==> config.mk <==
export PLATFORM = sky130hd
export DESIGN_NAME = lrcr_ctrl
export DESIGN_NICKNAME = d
export VERILOG_FILES = /design/src/hw/rtl/lrcr_pkg.sv /design/src/hw/rtl/lrcr_ctrl.sv
export SDC_FILE = /design/constraint.sdc
export NUM_CORES = 1
export LEC_CHECK = 0
export ABC_AREA = 1
export BUFFER_PORTS_ARGS = -buffer_cell sky130_fd_sc_hd__buf_4
export CORE_AREA = 5 5 42 44
export CTS_BUF_LIST = sky130_fd_sc_hd__clkbuf_2 sky130_fd_sc_hd__clkbuf_4 sky130_fd_sc_hd__clkbuf_8
export CTS_CLUSTER_DIAMETER = 40
export DETAILED_ROUTE_END_ITERATION = 12
export DIE_AREA = 0 0 47 49
export SLEW_MARGIN = 5
export SYNTH_ARGS = -nofsm -noshare
export SYNTH_HDL_FRONTEND = slang
export SYNTH_SLANG_ARGS = --single-unit
==> constraint.sdc <==
create_clock -name clk -period 1.03 [get_ports clk]
set_input_delay 0.206 -clock clk [delete_from_list [all_inputs] [get_ports clk]]
set_output_delay 0.206 -clock clk [all_outputs]
set_load 0.05 [all_outputs]
==> src/hw/rtl/lrcr_pkg.sv <==
package lrcr_pkg;

  localparam int MAX_CHANNELS = 8;
  localparam int SAMPLE_BITS  = 24;
  localparam int FRAC_BITS    = 16;

  localparam int CH_W      = 4;
  localparam int PHASE_W   = FRAC_BITS + 4;
  localparam int CFG_IDX_W = 2;
  localparam int CFG_W     = PHASE_W;
  localparam int CNT_W     = $clog2(MAX_CHANNELS + 1);
  localparam int SEL_W     = $clog2(MAX_CHANNELS);

  localparam int MAX_RESULTS = 8;

  // channel sum, rounding offset included
  localparam int SUM_W    = SAMPLE_BITS + $clog2(MAX_CHANNELS) + 1;
  // exact floor(a / d) as (a * RECIP[d]) >> RECIP_K for a < 2^SUM_W, d <= 8
  localparam int RECIP_K  = SUM_W + 3;
  localparam int RECIP_W  = RECIP_K + 1;
  localparam int DPROD_W  = SUM_W + RECIP_W;

  localparam int DIFF_W   = SAMPLE_BITS + 1;
  localparam int LPROD_W  = DIFF_W + FRAC_BITS + 1;

  localparam logic [PHASE_W-1:0] ONE_PHASE = PHASE_W'(1) << FRAC_BITS;
  localparam logic [PHASE_W-1:0] MIN_STEP  = PHASE_W'(1) << (FRAC_BITS - 3);

  localparam logic [CH_W-1:0]    SRC_RESET  = CH_W'(2);
  localparam logic [CH_W-1:0]    DST_RESET  = CH_W'(2);
  localparam logic [PHASE_W-1:0] STEP_RESET = ONE_PHASE;

  localparam longint unsigned RECIP_ONE = 64'd1 << RECIP_K;

  localparam logic [RECIP_W-1:0] RECIP_TABLE [0:MAX_CHANNELS] = '{
    RECIP_W'(0),
    RECIP_W'((RECIP_ONE + 64'd0) / 64'd1),
    RECIP_W'((RECIP_ONE + 64'd1) / 64'd2),
    RECIP_W'((RECIP_ONE + 64'd2) / 64'd3),
    RECIP_W'((RECIP_ONE + 64'd3) / 64'd4),
    RECIP_W'((RECIP_ONE + 64'd4) / 64'd5),
    RECIP_W'((RECIP_ONE + 64'd5) / 64'd6),
    RECIP_W'((RECIP_ONE + 64'd6) / 64'd7),
    RECIP_W'((RECIP_ONE + 64'd7) / 64'd8)
  };

  // source lane feeding each output lane when sources repeat, by source count
  localparam logic [SEL_W-1:0] SRC_SEL [0:MAX_CHANNELS][0:MAX_CHANNELS-1] = '{
    '{3'd0, 3'd0, 3'd0, 3'd0, 3'd0, 3'd0, 3'd0, 3'd0},
    '{3'd0, 3'd0, 3'd0, 3'd0, 3'd0, 3'd0, 3'd0, 3'd0},
    '{3'd0, 3'd1, 3'd0, 3'd1, 3'd0, 3'd1, 3'd0, 3'd1},
    '{3'd0, 3'd1, 3'd2, 3'd0, 3'd1, 3'd2, 3'd0, 3'd1},
    '{3'd0, 3'd1, 3'd2, 3'd3, 3'd0, 3'd1, 3'd2, 3'd3},
    '{3'd0, 3'd1, 3'd2, 3'd3, 3'd4, 3'd0, 3'd1, 3'd2},
    '{3'd0, 3'd1, 3'd2, 3'd3, 3'd4, 3'd5, 3'd0, 3'd1},
    '{3'd0, 3'd1, 3'd2, 3'd3, 3'd4, 3'd5, 3'd6, 3'd0},
    '{3'd0, 3'd1, 3'd2, 3'd3, 3'd4, 3'd5, 3'd6, 3'd7}
  };

  typedef logic signed [SAMPLE_BITS-1:0] sample_t;

  typedef enum logic [CFG_IDX_W-1:0] {
    REG_SRC_CHANNELS = 2'd0,
    REG_DST_CHANNELS = 2'd1,
    REG_PHASE_STEP   = 2'd2
  } cfg_reg_t;

  typedef enum logic [3:0] {
    ST_IDLE,
    ST_SUM,
    ST_ABS,
    ST_DIV,
    ST_REMIX,
    ST_CHECK,
    ST_MULT,
    ST_OUT,
    ST_HOLD,
    ST_FINISH
  } state_t;

  typedef struct packed {
    logic load;
    logic sum;
    logic abs;
    logic div;
    logic remix;
    logic mult;
    logic emit;
    logic finish;
  } cmd_t;

  typedef struct packed {
    logic more;
  } status_t;

endpackage

==> src/hw/rtl/lrcr_ctrl.sv <==
module lrcr_ctrl (
  input  logic              clk,
  input  logic              rst,
  input  logic              in_valid,
  output logic              in_stall,
  output logic              out_valid,
  input  logic              out_stall,
  input  lrcr_pkg::status_t status,
  output lrcr_pkg::cmd_t    cmd
);
  import lrcr_pkg::*;

  state_t state;
  state_t state_next;

  always_ff @(posedge clk) begin
    if (rst) begin
      state <= ST_IDLE;
    end else begin
      state <= state_next;
    end
  end

  always_comb begin
    state_next = state;
    cmd        = '0;
    in_stall   = 1'b1;
    out_valid  = 1'b0;
    case (state)
      ST_IDLE: begin
        in_stall = 1'b0;
        if (in_valid) begin
          cmd.load   = 1'b1;
          state_next = ST_SUM;
        end
      end
      ST_SUM: begin
        cmd.sum    = 1'b1;
        state_next = ST_ABS;
      end
      ST_ABS: begin
        cmd.abs    = 1'b1;
        state_next = ST_DIV;
      end
      ST_DIV: begin
        cmd.div    = 1'b1;
        state_next = ST_REMIX;
      end
      ST_REMIX: begin
        cmd.remix  = 1'b1;
        state_next = ST_CHECK;
      end
      ST_CHECK: begin
        state_next = status.more ? ST_MULT : ST_FINISH;
      end
      ST_MULT: begin
        cmd.mult   = 1'b1;
        state_next = ST_OUT;
      end
      ST_OUT: begin
        cmd.emit   = 1'b1;
        state_next = ST_HOLD;
      end
      ST_HOLD: begin
        out_valid = 1'b1;
        if (!out_stall) begin
          state_next = ST_CHECK;
        end
      end
      ST_FINISH: begin
        cmd.finish = 1'b1;
        state_next = ST_IDLE;
      end
      default: begin
        state_next = ST_IDLE;
      end
    endcase
  end

endmodule

==> Word-level counts from Yosys, hierarchy flattened <==
Cells that the tools add are included.
{ "op_classes": {"reduce_logical": 2, "n_mul": 0, "n_bitwise": 0, "shifts": 0, "n_lt_le_gt_ge": 0, "div": 0, "n_eq_ne": 11, "add_sub_neg": 0, "mux": 15} }
{ "op_table": {"columns": ["operator", "n"], "rows": [
  ["case mux 4 bit (9 select lines)", 1],
  ["equality test 4 x 3 -> 1 bit (second input constant)", 4],
  ["2-to-1 mux 4 bit", 3],
  ["2-to-1 mux 1 bit", 11],
  ["equality test 4 x 2 -> 1 bit (second input constant)", 2],
  ["equality test 4 bit (second input constant)", 2],
  ["equality test 4 x 1 -> 1 bit (second input constant)", 1],
  ["logical NOT 4 bit", 1],
  ["!= test 2 bit (second input constant)", 2],
  ["AND reduction 2 bit", 1]
]} }
{ "word_totals": {"reg_bits": 4, "word_cells": 29, "mem_count": 0, "latchBits": 0, "rom_bits": 0, "ram_bits": 0, "output_inout_bits": 10} }

==> Logic depth before layout (Yosys ltp) <==
{ "logic_depth": {"word_depth": 3, "depth_mapped": 8, "ltp_nobuf": 8} }

==> Worst setup path before layout <==
OpenSTA, ideal clock, no wires.
{ "synth_timing": {"kind": "reg-to-output", "from": "register state[3]", "to": "output port cmd[7] in the netlist's numbering", "required_time_ps": 824, "setup_slack_ps": -762, "path_buffers": 0, "t_arrival_ps": 1586, "path_stages_with_launch": 4, "path_cell_list": "dfxtp_1 -> nor2_1 -> nand2_1 -> nor2_1"} }
{ "synth_lines": {"columns": ["item", "line", "source"], "rows": [
  ["start: declaration", "lrcr_ctrl.sv:13", "state_t state;"],
  ["start signal: assignment", "lrcr_ctrl.sv:20", "state <= state_next;"],
  ["end: declaration", "lrcr_ctrl.sv:9", "output lrcr_pkg::cmd_t cmd"]
]} }

==> impl_metrics.json <==
{
  "status": "finished with violations",
  "violations": "setup timing",
  "final.setup_skew_ns": 0.00500,
  "arrival_ns": 1.11,
  "start_util": 0.225,
  "gp_congestion": 0.791,
  "postCtsHoldBufs": 0,
  "diodes": 0,
  "cap_violations": 0,
  "intPower_mw": 0.746,
  "comb_power_share": 0.644,
  "postLayoutCoreUtil": 0.559,
  "swShare": 0.499,
  "io_pins": 15,
  "drt_pre_antenna_iters": 4,
  "cp.required_ns": 0.82,
  "largest_reg_flops": 4,
  "antenna_left": 0,
  "synth_nets": 57,
  "rows": 14,
  "ir_drop_mv": 1.67,
  "total_power_mw": 1.49,
  "synth_top_area_share": 0.254,
  "cts_max_level": 1,
  "io_buffers": 14,
  "synthTopCellsByArea": "dfxtp_1 25%, nor2_2 14%, nand2_1 12%",
  "seqPwrFrac": 0.198,
  "antenna_found_initial": 0,
  "dieWidth_microns": 47,
  "drc_errors": 0,
  "rsz0062_at_grt": "yes",
  "grt_util_all_layers": 0.114,
  "first_global_vias": 439,
  "path_class": "flop to primary output",
  "grt_max_degree": 7,
  "setup_viol": 14,
  "fin_crit_ns": 1.32,
  "final.period_utilization": 1.28,
  "place_hpwl_microns": 725,
  "power_density_mw_per_mm2": 1900,
  "leakagePower_nw": 0.348,
  "drt_iter0_markers": 5,
  "reg_top3": "state (4)",
  "cts_tree": "built",
  "wire_per_inst_microns": 12.0,
  "fin_cells": 94,
  "clock_sinks": 4,
  "coreArea_sq_mm": 0.00140,
  "regMostFlops": "state",
  "hold_path_class": "primary input to flop",
  "cts_buffers": 3,
  "hold_viol": 0,
  "critPathMaxFanout": 4,
  "ys_seq_elements": 4,
  "clock_path_buffers": 2,
  "postSynthAreaPerCell_sq_um": 6.06,
  "post_drt_via_cell_ratio": 4.46,
  "setup_slack_ns": -0.286,
  "netlist_area_sq_um": 315,
  "clockPowerShare": 0.158,
  "synth-seq-area-share": 0.254,
  "grt_pass1_wl_mm": 1.93,
  "fmax_mhz": 760,
  "yosys_warnings": 0,
  "syn_inst": 52,
  "netSwitchingPower_mw": 0.742,
  "relSlewSlack": 0.885,
  "grt_overflow": 0,
  "nNetsFinal": 84,
  "finalMaxSlewViolations": 0,
  "ys_types": 11,
  "clk_latency_ns": 0.23,
  "place_inst": 86,
  "die_y_microns": 49,
  "root_buffer": "clkbuf_4",
  "fillers": 128,
  "syn_to_final_growth_pct": 148,
  "vias": 419,
  "placed_area_sq_um": 549,
  "dieArea_sq_mm": 0.00230,
  "fin_tns_setup_ns": -2.89,
  "clkTransAtPathRegs_ns": 0.04,
  "tightest_slew_ns": 0.172,
  "drive_gt1_frac": 0.885,
  "totalWireLength_mm": 1.13,
  "setup.worst_path.start_class": "flop",
  "end_kind": "primary output",
  "synth_top_cell_by_area": "dfxtp_1",
  "fin_area_sq_um": 783
}
[cells by family after synthesis]
group	share of synthesized area
DFF	0.254
buffers and inverters	0.131
and+or+nand+nor	0.575
AOI/OAI and AO/OA	0.0397
[Yosys cell counts, drive strengths merged]
| cell | instances |
|---|---|
| nand3 | 6 |
| dfxtp | 4 |
| inv | 11 |
| nand2 | 15 |
| nor2 | 14 |
| a31oi | 2 |
[worst max-delay path, stage by stage (launching register included)]
cell,delay [ns]
dfxtp_4,0.36
inv_4,0.09
nand2_8,0.07
inv_2,0.06
nand3_2,0.08
inv_2,0.08
buf_8,0.14
[placed cells by master, fill, tap and decap left out, types with 2 or more instances in the layout]
| cell type | count |
|---|---|
| nor2_4 | 10 |
| buf_4 | 9 |
| buf_6 | 8 |
| nand2_4 | 7 |
| nand2_2 | 5 |
| buf_8 | 5 |
| nand3_2 | 4 |
| clkbuf_4 | 4 |
| dfxtp_4 | 4 |
| inv_4 | 3 |
| inv_2 | 3 |
| inv_1 | 3 |
| nor2_2 | 3 |
| nand2_1 | 2 |
| a31oi_1 | 2 |
[per-stage QoR]
step | setup WS (ns) | hold slack [ns]
2_1_floorplan | -0.161 | 0.260
3_3_place_gp | -0.124 | 0.388
3_5_place_dp | -0.133 | 0.390
4_1_cts | -0.259 | 0.147
5_1_grt | -0.352 | 0.141
6_report | -0.286 | 0.151
[layout make-up]
class	count	area, sq um	share of cell area
multi-input cells	37	348	0.444
repair buffers	22	233	0.297
flip-flops and latches	4	95.1	0.121
inverters	11	57.6	0.0735
clock buffers	4	30.0	0.0383
well taps	16	20.0	0.0256
[timing repair]
action | 4_1_cts | 5_1_grt
setup endpoints to repair | 12 | 14
pin swaps | 9 | 6
setup buffers | 3 | 1
gates resized for setup | 36 | 9
[power by group through the flow]
stage | Combinational (mW) | Clock [mW] | Sequential, mW
after floorplan | 0.579 | 0 | 0.247
final | 0.958 | 0.235 | 0.294
after CTS | 0.929 | 0.240 | 0.281
after detailed placement | 0.758 | 0 | 0.257
after global routing | 1.02 | 0.265 | 0.301
after global placement | 0.756 | 0 | 0.260
[per-layer routing]
metal / part of all wire / vias to the layer above / global-route usage
met5: 0 / - / 0
met4: 0.012 / 0 / 0.0553
met3: 0.057 / 2 / 0.0295
met2: 0.60 / 18 / 0.188
met1: 0.33 / 187 / 0.129
li1: - / 212 / -
[final timing paths]
kind | from | end | slack [ns] | depth (start not counted)
setup / recovery | state[3]$_SDFFE_PP0P_ | cmd[1] | -0.29 | 6
hold / removal | rst | state[0]$_SDFFE_PP0P_ | 0.15 | 2
setup reg to reg | state[1]$_SDFFE_PP0P_ | state[2]$_SDFFE_PP0P_ | -0.15 | 8
hold reg to reg | state[1]$_SDFFE_PP0P_ | state[1]$_SDFFE_PP0P_ | 0.61 | 2
No activity file was read; power rests on OpenSTA's default activity.
